## src/sv/rgpg_pkg.sv

```systemverilog
package rgpg_pkg;

   localparam int MaxDimDefault   = 4096;
   localparam int FracBitsDefault = 16;

   localparam int CsrAddrWidth = 5;
   localparam int CsrDataWidth = 32;

   typedef enum logic [2:0] {
      REG_IMAGE_WIDTH  = 3'd0,
      REG_IMAGE_HEIGHT = 3'd1,
      REG_START_RED    = 3'd2,
      REG_START_GREEN  = 3'd3,
      REG_START_BLUE   = 3'd4,
      REG_END_RED      = 3'd5,
      REG_END_GREEN    = 3'd6,
      REG_END_BLUE     = 3'd7
   } reg_index_type;

endpackage

```

## src/sv/rgpg_sqrt_cell.sv

```systemverilog
module rgpg_sqrt_cell
   import rgpg_pkg::*;
#(
   parameter int FracBits = FracBitsDefault,
   parameter int Bit      = 0,
   parameter int D2Width  = 27,
   parameter int TagWidth = 50
) (
   input  logic                                  clock,
   input  logic                                  reset,
   input  logic                                  advance,
   input  logic                                  valid_in,
   input  logic [D2Width-1:0]                    dist2_in,
   input  logic [D2Width-1:0]                    diag2_in,
   input  logic [FracBits:0]                     p_in,
   input  logic [2*(FracBits+1)+D2Width-1:0]     sq_in,
   input  logic [FracBits+1+D2Width-1:0]         lin_in,
   input  logic [TagWidth-1:0]                   tag_in,
   output logic                                  valid_out,
   output logic [D2Width-1:0]                    dist2_out,
   output logic [D2Width-1:0]                    diag2_out,
   output logic [FracBits:0]                     p_out,
   output logic [2*(FracBits+1)+D2Width-1:0]     sq_out,
   output logic [FracBits+1+D2Width-1:0]         lin_out,
   output logic [TagWidth-1:0]                   tag_out
);
   localparam int LW = 2 * (FracBits + 1) + D2Width;
   localparam int TW = FracBits + 1 + D2Width;

   logic                 valid_ff;
   logic [D2Width-1:0]   dist2_ff, diag2_ff;
   logic [FracBits:0]    p_ff, p_in_c, cand;
   logic [LW-1:0]        sq_ff, sq_in_c, sq_cand, rhs;
   logic [TW-1:0]        lin_ff, lin_in_c;
   logic [TagWidth-1:0]  tag_ff;
   logic                 keep;

   // sq tracks p^2 * diag2, lin tracks p * diag2
   always_comb begin
      cand     = p_in | ((FracBits+1)'(1) << Bit);
      sq_cand  = sq_in + (LW'(lin_in) << (Bit + 1)) + (LW'(diag2_in) << (2 * Bit));
      rhs      = LW'(dist2_in) << (2 * FracBits);
      keep     = (sq_cand <= rhs);
      p_in_c   = keep ? cand : p_in;
      sq_in_c  = keep ? sq_cand : sq_in;
      lin_in_c = keep ? (lin_in + (TW'(diag2_in) << Bit)) : lin_in;
   end

   always_ff @(posedge clock) begin
      if (reset) begin
         valid_ff <= 1'b0;
      end else if (advance) begin
         valid_ff <= valid_in;
      end
   end

   always_ff @(posedge clock) begin
      if (advance) begin
         dist2_ff <= dist2_in;
         diag2_ff <= diag2_in;
         p_ff     <= p_in_c;
         sq_ff    <= sq_in_c;
         lin_ff   <= lin_in_c;
         tag_ff   <= tag_in;
      end
   end

   assign valid_out = valid_ff;
   assign dist2_out = dist2_ff;
   assign diag2_out = diag2_ff;
   assign p_out     = p_ff;
   assign sq_out    = sq_ff;
   assign lin_out   = lin_ff;
   assign tag_out   = tag_ff;
endmodule

```

## config.mk

```make
export PLATFORM = sky130hd
export DESIGN_NAME = rgpg_sqrt_cell
export DESIGN_NICKNAME = d
export VERILOG_FILES = /design/src/sv/rgpg_pkg.sv /design/src/sv/rgpg_sqrt_cell.sv
export SDC_FILE = /design/constraint.sdc
export NUM_CORES = 1
export LEC_CHECK = 0
export ABC_AREA = 0
export BUFFER_PORTS_ARGS = -buffer_cell sky130_fd_sc_hd__buf_2
export CORE_ASPECT_RATIO = 1.2
export CORE_MARGIN = 1
export CORE_UTILIZATION = 31
export CTS_CLUSTER_SIZE = 12
export DETAILED_ROUTE_END_ITERATION = 7
export GPL_TIMING_DRIVEN = 0
export SLEW_MARGIN = 20
export SYNTH_ARGS = -nofsm -noshare
export SYNTH_HDL_FRONTEND = slang
export SYNTH_SLANG_ARGS = --single-unit
```

## constraint.sdc

```tcl
create_clock -name clock -period 6.6 [get_ports clock]
set_input_delay 0.33 -clock clock [delete_from_list [all_inputs] [get_ports clock]]
set_output_delay 0.33 -clock clock [all_outputs]
set_load 0.02 [all_outputs]
```

==> results of run 1 <==
## power groups by stage
stage,clock (mW),combinational [mW],sequential (mW)
floorplan,0,0.787,1.98
global placement,0,1.51,1.81
detailed placement,0,1.53,1.80
CTS,1.52,1.76,1.78
global route,1.56,1.95,1.79
finish,1.47,1.80,1.77
## per-stage QoR
stage	utilization (%)	power (mW)	TNS, ns
after global placement	38.3	3.32	-269.77
after detailed placement	38.5	3.33	-270.01
final	46.4	5.05	-9.82
after global routing	46.4	5.30	-34.00
after floorplan	-	2.76	0
after CTS	45.5	5.05	-16.95
## state kept, by name (all words and copies together) (netlist names)
signal,cells
diag2_out,27
dist2_out,27
tag_out,50
p_out,17
lin_out,44
valid_out,1
sq_out,61
## per-layer routing
metal,wire [um],global-route usage (%)
met5,0,0
met4,1260,6.13
met3,3360,4.33
met2,27900,40.9
met1,20300,23.8
## cell families (layout without fill, tap and decap cells)
logic type | after synthesis | after routing | share of synthesized area (%)
mux | 58 | 58 | 4.54
simple gates | 308 | 308 | 11.2
buf+inv | 89 | 750 | 2.64
compound gates | 296 | 296 | 13.4
fa+ha+maj | 146 | 146 | 14.3
flops | 227 | 227 | 47.6
xor+xnor | 103 | 103 | 6.31
## repair_timing
action,CTS,global route
hold endpoints to repair,119,0
gates cloned,6,0
setup buffers,27,15
hold buffers,120,0
pin swaps,76,22
gates resized for setup,204,73
endpoints found under the setup margin,106,106
## final timing paths
check,to,depth (start not counted),from
setup / recovery,lin_out[9]$_DFFE_PP_,30,sq_in[1]
hold / removal,diag2_out[21]$_DFFE_PP_,1,diag2_in[21]
setup reg to reg,valid_out$_SDFFE_PP0P_,3,valid_out$_SDFFE_PP0P_
hold reg to reg,valid_out$_SDFFE_PP0P_,3,valid_out$_SDFFE_PP0P_
## synth_stat cells (9+ instances only)
master    instances  area share (%)
edfxtp_1        226              47
ha_1            118              10
a21oi_1          84             2.9
nand2_1          82             2.2
o21ai_0          61             2.1
nor2_1           55             1.4
xnor2_1          55             3.4
inv_1            51             1.3
xor2_1           48             2.9
mux2_2           46             3.6
a21o_1           36             1.9
nand3_1          34             1.2
fa_1             28             3.9
nor3_1           25            0.88
clkbuf_1         23            0.60
nand4_1          18            0.79
nor4_1           17            0.74
a211oi_1         15            0.79
and3_1           13            0.57
o21a_1           13            0.68
or3_1            12            0.53
o21bai_1         11            0.58
and2_1           10            0.44
a31oi_1           9            0.39
nand4b_1          9            0.55
o211ai_1          9            0.47
## layout make-up
| cell class | count | area, um^2 |
|---|---|---|
| repair buffers | 621 | 4010 |
| well taps | 609 | 762 |
| flip-flops and latches | 227 | 6810 |
| multi-input cells | 911 | 7990 |
| inverters | 51 | 191 |
| plain buffers | 33 | 364 |
| clock buffers | 28 | 679 |
| clock inverters | 17 | 173 |
| fillers | 4143 | 24200 |
==> impl_results.md, run 1 <==
- Cell family with most CP delay: compound AO/OA/AOI/OAI gates
- Failing checks: negative setup slack
- Worst skew pair latency: about 0.55 ns
- Critical path buffers and inverters: 6
- Clock Power Share: 29.2%
- Layout Nets: around 2200
- Cells after Synth: 1227
- Vias in the first global route: 12971
- Largest net degree at the start of global routing: between 80 and 90
- Cts bufs inserted: 27
- Min cycle time layout: 6.80 ns
- Max-slew headroom: 10.3%
- IO Pins: approximately 460
- Pint: around 3.3 mW
- Asr flop ratio synth: 0%
- Root Buffer: clkbuf_16
- CP Class: in2reg
- Fin area: roughly 0.021 mm^2
- Most common cell after layout, fill and taps aside: buf_2
- Flops & latches, synth: 227
- Layout Skew: 0 ns
- GP Congestion: about 0.88
- Core Area: around 0.045 mm^2
- H-Tree Depth: 1
- CTS Sinks: between 200 and 250
- Switching Fraction: approximately 34%
- Leakage: between 8 and 9 nW
- Fin crit share: 103%
- Detailed-route wire length per cell: 21.1 um
- Setup Viol. Count Final: between 80 and 90
- Worst-path fanout max: 10
- Post-Syn Area: about 0.014 mm^2
- Main synth FF type: edfxtp_1
- Overflow after GRT: 0
- Max incr delay on CP: roughly 0.54 ns
- Syn nets: between 1500 and 2000
- WP data arrival: about 7 ns
- Peak VDD IR: roughly 0.18 mV
- # placed instances: 2291
- Fmax: 147 MHz
- YS warnings: 0
- Slew Viols, Final: 0
- # DRC: 0
- Distinct cells, synth: 70
- Post-synth EDFFs: 226
- Dpl ws: -2.93 ns
- Detailed Route Iter0 Violations: 537
- Net switching power: between 1.5 and 2 mW
- WL final: around 53 mm
- Gate power share: between 30% and 40%
- Status: finished with violations
- Die Area: between 0.04 and 0.05 mm^2
- Most frequent cells in the layout: 449 x buf_2, 226 x edfxtp_1, 120 x dlygate4sd3_1, 113 x ha_1, 75 x a21oi_1
- Diode count: 0
- Area grow syn2layout: 46.9%
- Layout cells sized above 1: 38.5%
- Pwr Density: roughly 240 mW/mm^2
- Placed cell area: approximately 0.017 mm^2
- Die H: around 240 um
- Die X-Extent: 198 um
- Critical path capture point type: flop
- Sequential power share: 35.1%
- Worst-case clock buffer depth: 3
- Sequential share of the synthesized area: between 40 and 50%
- Post-synthesis average cell area: around 12 um^2
- First-pass GRT wire length: 75.9 mm
- Worst Max-Slew Pin Slew: 1.34 ns
- Initial antenna violation count: 0
- Required time of the critical path: just under 7 ns
- Hold Crit Class: in2reg
- Max-Cap Viols: 0
- Vias: around 13000
- Hold Vio Cnt, Final: 0
- Post-route ant nets: 0
- DR vias/cell: 5.06
- RSZ-0062 raised after global routing: yes
- R2R setup slack: 5.47 ns
- Reg clk slew, reported paths: around 0.06 ns
- Worst setup margin: -0.197 ns
- Initial Util: a little under a third
- Hold slack final: ~0.032 ns
- PortBufs: approximately 450
- Dpl hpwl: 39.8 mm
- Slowest cell on the critical path: fa_1
- Final std cells w/o fill: roughly 2500
- CP Launch Type: input pin
- All-Layer GR Usage: 21.5%
- Pre-Repair DR Iteration Count: 5
- CTS tree: yes
- Row Count: 85
Power figures use the tool's default switching activity.
==> run 2: changes to the inputs <==
Settings changed: CORE_UTILIZATION 31 to 40, CTS_CLUSTER_DIAMETER from default to 150, PLACE_DENSITY from default to 0.68, REMOVE_ABC_BUFFERS from default to 1.
==> run 2 against run 1 <==
Net effect:
- wire length decreased by 5.3%
- the run still ends with negative setup slack left
- clock-buffer cell count increased by 4
- sequential power about the same
- maximum frequency increased by 2.4%
- largest power group unchanged
- cell count decreased by 8.2%
- largest cell class unchanged
- worst setup slack improved by 0.16 ns
- power decreased by 6.1%
- critical path depth decreased by 1
- core utilization increased by 11 points
- sequential share of layout area increased by 1.1 points
==> impl_results.md, run 2 (synthesis results as in run 1) <==
- Max-slew headroom: around 17%
- Met3 WL: 3.27 mm
- H-Tree Depth: 1
- DR vias/cell: roughly 5.5
- Layout Nets: approximately 2200
- Worst-path fanout max: 6
- IO Pins: roughly 460
- Dpl hpwl: 34.9 mm
- Pwr Density: 234 mW/mm^2
- Slowest cell on the critical path: fa_1
- First-pass GRT wire length: 73.9 mm
- CTS tree: yes
- Initial Util: between 40% and 50%
- Die X-Extent: 175 um
- # DRC: 0
- Most common cell after layout, fill and taps aside: buf_2
- CP Class: in2reg
- Die Area: about 0.036 mm^2
- CTS Sinks: roughly 230
- Detailed Route Iter0 Violations: 781
- Required time of the critical path: 6.87 ns
- Worst skew pair latency: between 0.5 and 0.6 ns
- Area grow syn2layout: 42.1%
- GP Congestion: roughly 0.9
- Vias in the first global route: around 13000
- Met2 routed WL: roughly 26 mm
- Vias: 12604
- R2R setup slack: around 6.0 ns
- Reg clk slew, reported paths: ~0.060 ns
- Slew Viols, Final: 0
- Max incr delay on CP: roughly 0.52 ns
- Peak VDD IR: roughly 0.2 mV
- Worst setup margin: -0.0369 ns
- Overflow after GRT: 0
- Status: finished with violations
- RSZ-0062 raised after global routing: yes
- Critical path capture point type: flop
- Hold Crit Class: in2reg
- Layout Skew: 0 ns
- Final std cells w/o fill: between 2000 and 2500
- Root Buffer: clkbuf_16
- Min cycle time layout: ~6.6 ns
- Setup Viol. Count Final: 16
- Worst-case clock buffer depth: 3
- # placed instances: between 2000 and 2500
- Top layer in use: met5
- Leakage: a little under 9 nW
- Fin crit share: 101%
- Detailed-route wire length per cell: around 22 um
- Die H: between 200 and 250 um
- CP Launch Type: input pin
- Final Util: approximately 58%
- Hold Vio Cnt, Final: 0
- Row Count: 75
- Max reg flops: 61
- WL final: about 50 mm
- Max-Cap Viols: 0
- Post-route ant nets: 0
- Routed met1 length: between 15 and 20 mm
- Cts bufs inserted: 22
- Largest net degree at the start of global routing: between 90 and 100
- Most frequent cells in the layout: 453 x buf_2, 226 x edfxtp_1, 106 x ha_1, 87 x dlygate4sd3_1, 78 x a21oi_1
- PortBufs: approximately 460
- Worst Max-Slew Pin Slew: roughly 1.2 ns
- Initial antenna violation count: 2
- All-Layer GR Usage: between 20% and 30%
- Hold path startpoint: dist2_in[26]
- Fmax: 151 MHz
- Failing checks: negative setup slack
- RR Startpoint: valid_out$_SDFFE_PP0P_
- WP data arrival: between 6 and 7 ns
- Pre-Repair DR Iteration Count: 5
- Crit path from: lin_in[9]
- Core Area: 0.0351 mm^2
- Layout cells sized above 1: just under 40%
==> run 2: layout make-up <==
type                            instances  area, um^2
Clock buffer                           32         609
Tap cell                              462         578
Multi-Input combinational cell        912        8050
Timing Repair Buffer                  608        4060
Inverter                               51         191
Antenna cell                            1        2.50
Fill cell                            2854       14800
Sequential cell                       227        6810
==> run 2: stage by stage <==
step           TNS [ns]  setup WS [ns]  instance area [um^2]  total power, mW  hold WS, ns
2_1_floorplan    -60.58         -0.992                 14100             2.75        0.402
3_3_place_gp    -366.43          -4.20                 17000             3.27        0.481
3_5_place_dp    -240.31          -2.50                 17100             3.29        0.494
4_1_cts          -10.88         -0.198                 20100             4.71      0.00229
5_1_grt          -23.53         -0.318                 20300             4.96       0.0105
6_report         -0.372        -0.0369                 20300             4.74       0.0222
==> run 2: critical path: cells and delay by family <==
kind            cells  cell delay [ns]
buf+inv             6             0.83
mux                 1             0.30
fa+ha+maj           3             1.13
xor+xnor            1             0.10
simple gates       10             2.22
compound gates      8             1.97
==> run 2: what timing repair did <==
action                                  CTS  global route
endpoints found under the setup margin  106           106
hold endpoints to repair                 87             0
gates cloned                             12             0
resized for setup                       203            59
hold buffers                             87             0
pin swaps                                54            20
setup buffers                            39            18
==> run 2: metal layers <==
metal | up-vias | GRT usage, %
met2 | 527 | 50.0
met5 | - | 0
met3 | 99 | 4.73
li1 | 5854 | -
met1 | 6122 | 29.5
met4 | 2 | 9.63
==> run 2: final timing paths <==
path                                   to  cells after the start
setup / recovery    lin_out[23]$_DFFE_PP_                     29
setup reg to reg   valid_out$_SDFFE_PP0P_                      2
hold reg to reg    valid_out$_SDFFE_PP0P_                      2
hold / removal    dist2_out[26]$_DFFE_PP_                      1
==> run 2: power breakdown <==
| part | total, mW | switching, mW | leakage, nW | internal (mW) |
|---|---|---|---|---|
| Sequential | 1.78 | 0.0359 | 2.22 | 1.74 |
| Clock | 1.18 | 0.548 | 0.294 | 0.631 |
| Combinational | 1.79 | 1.06 | 6.25 | 0.733 |
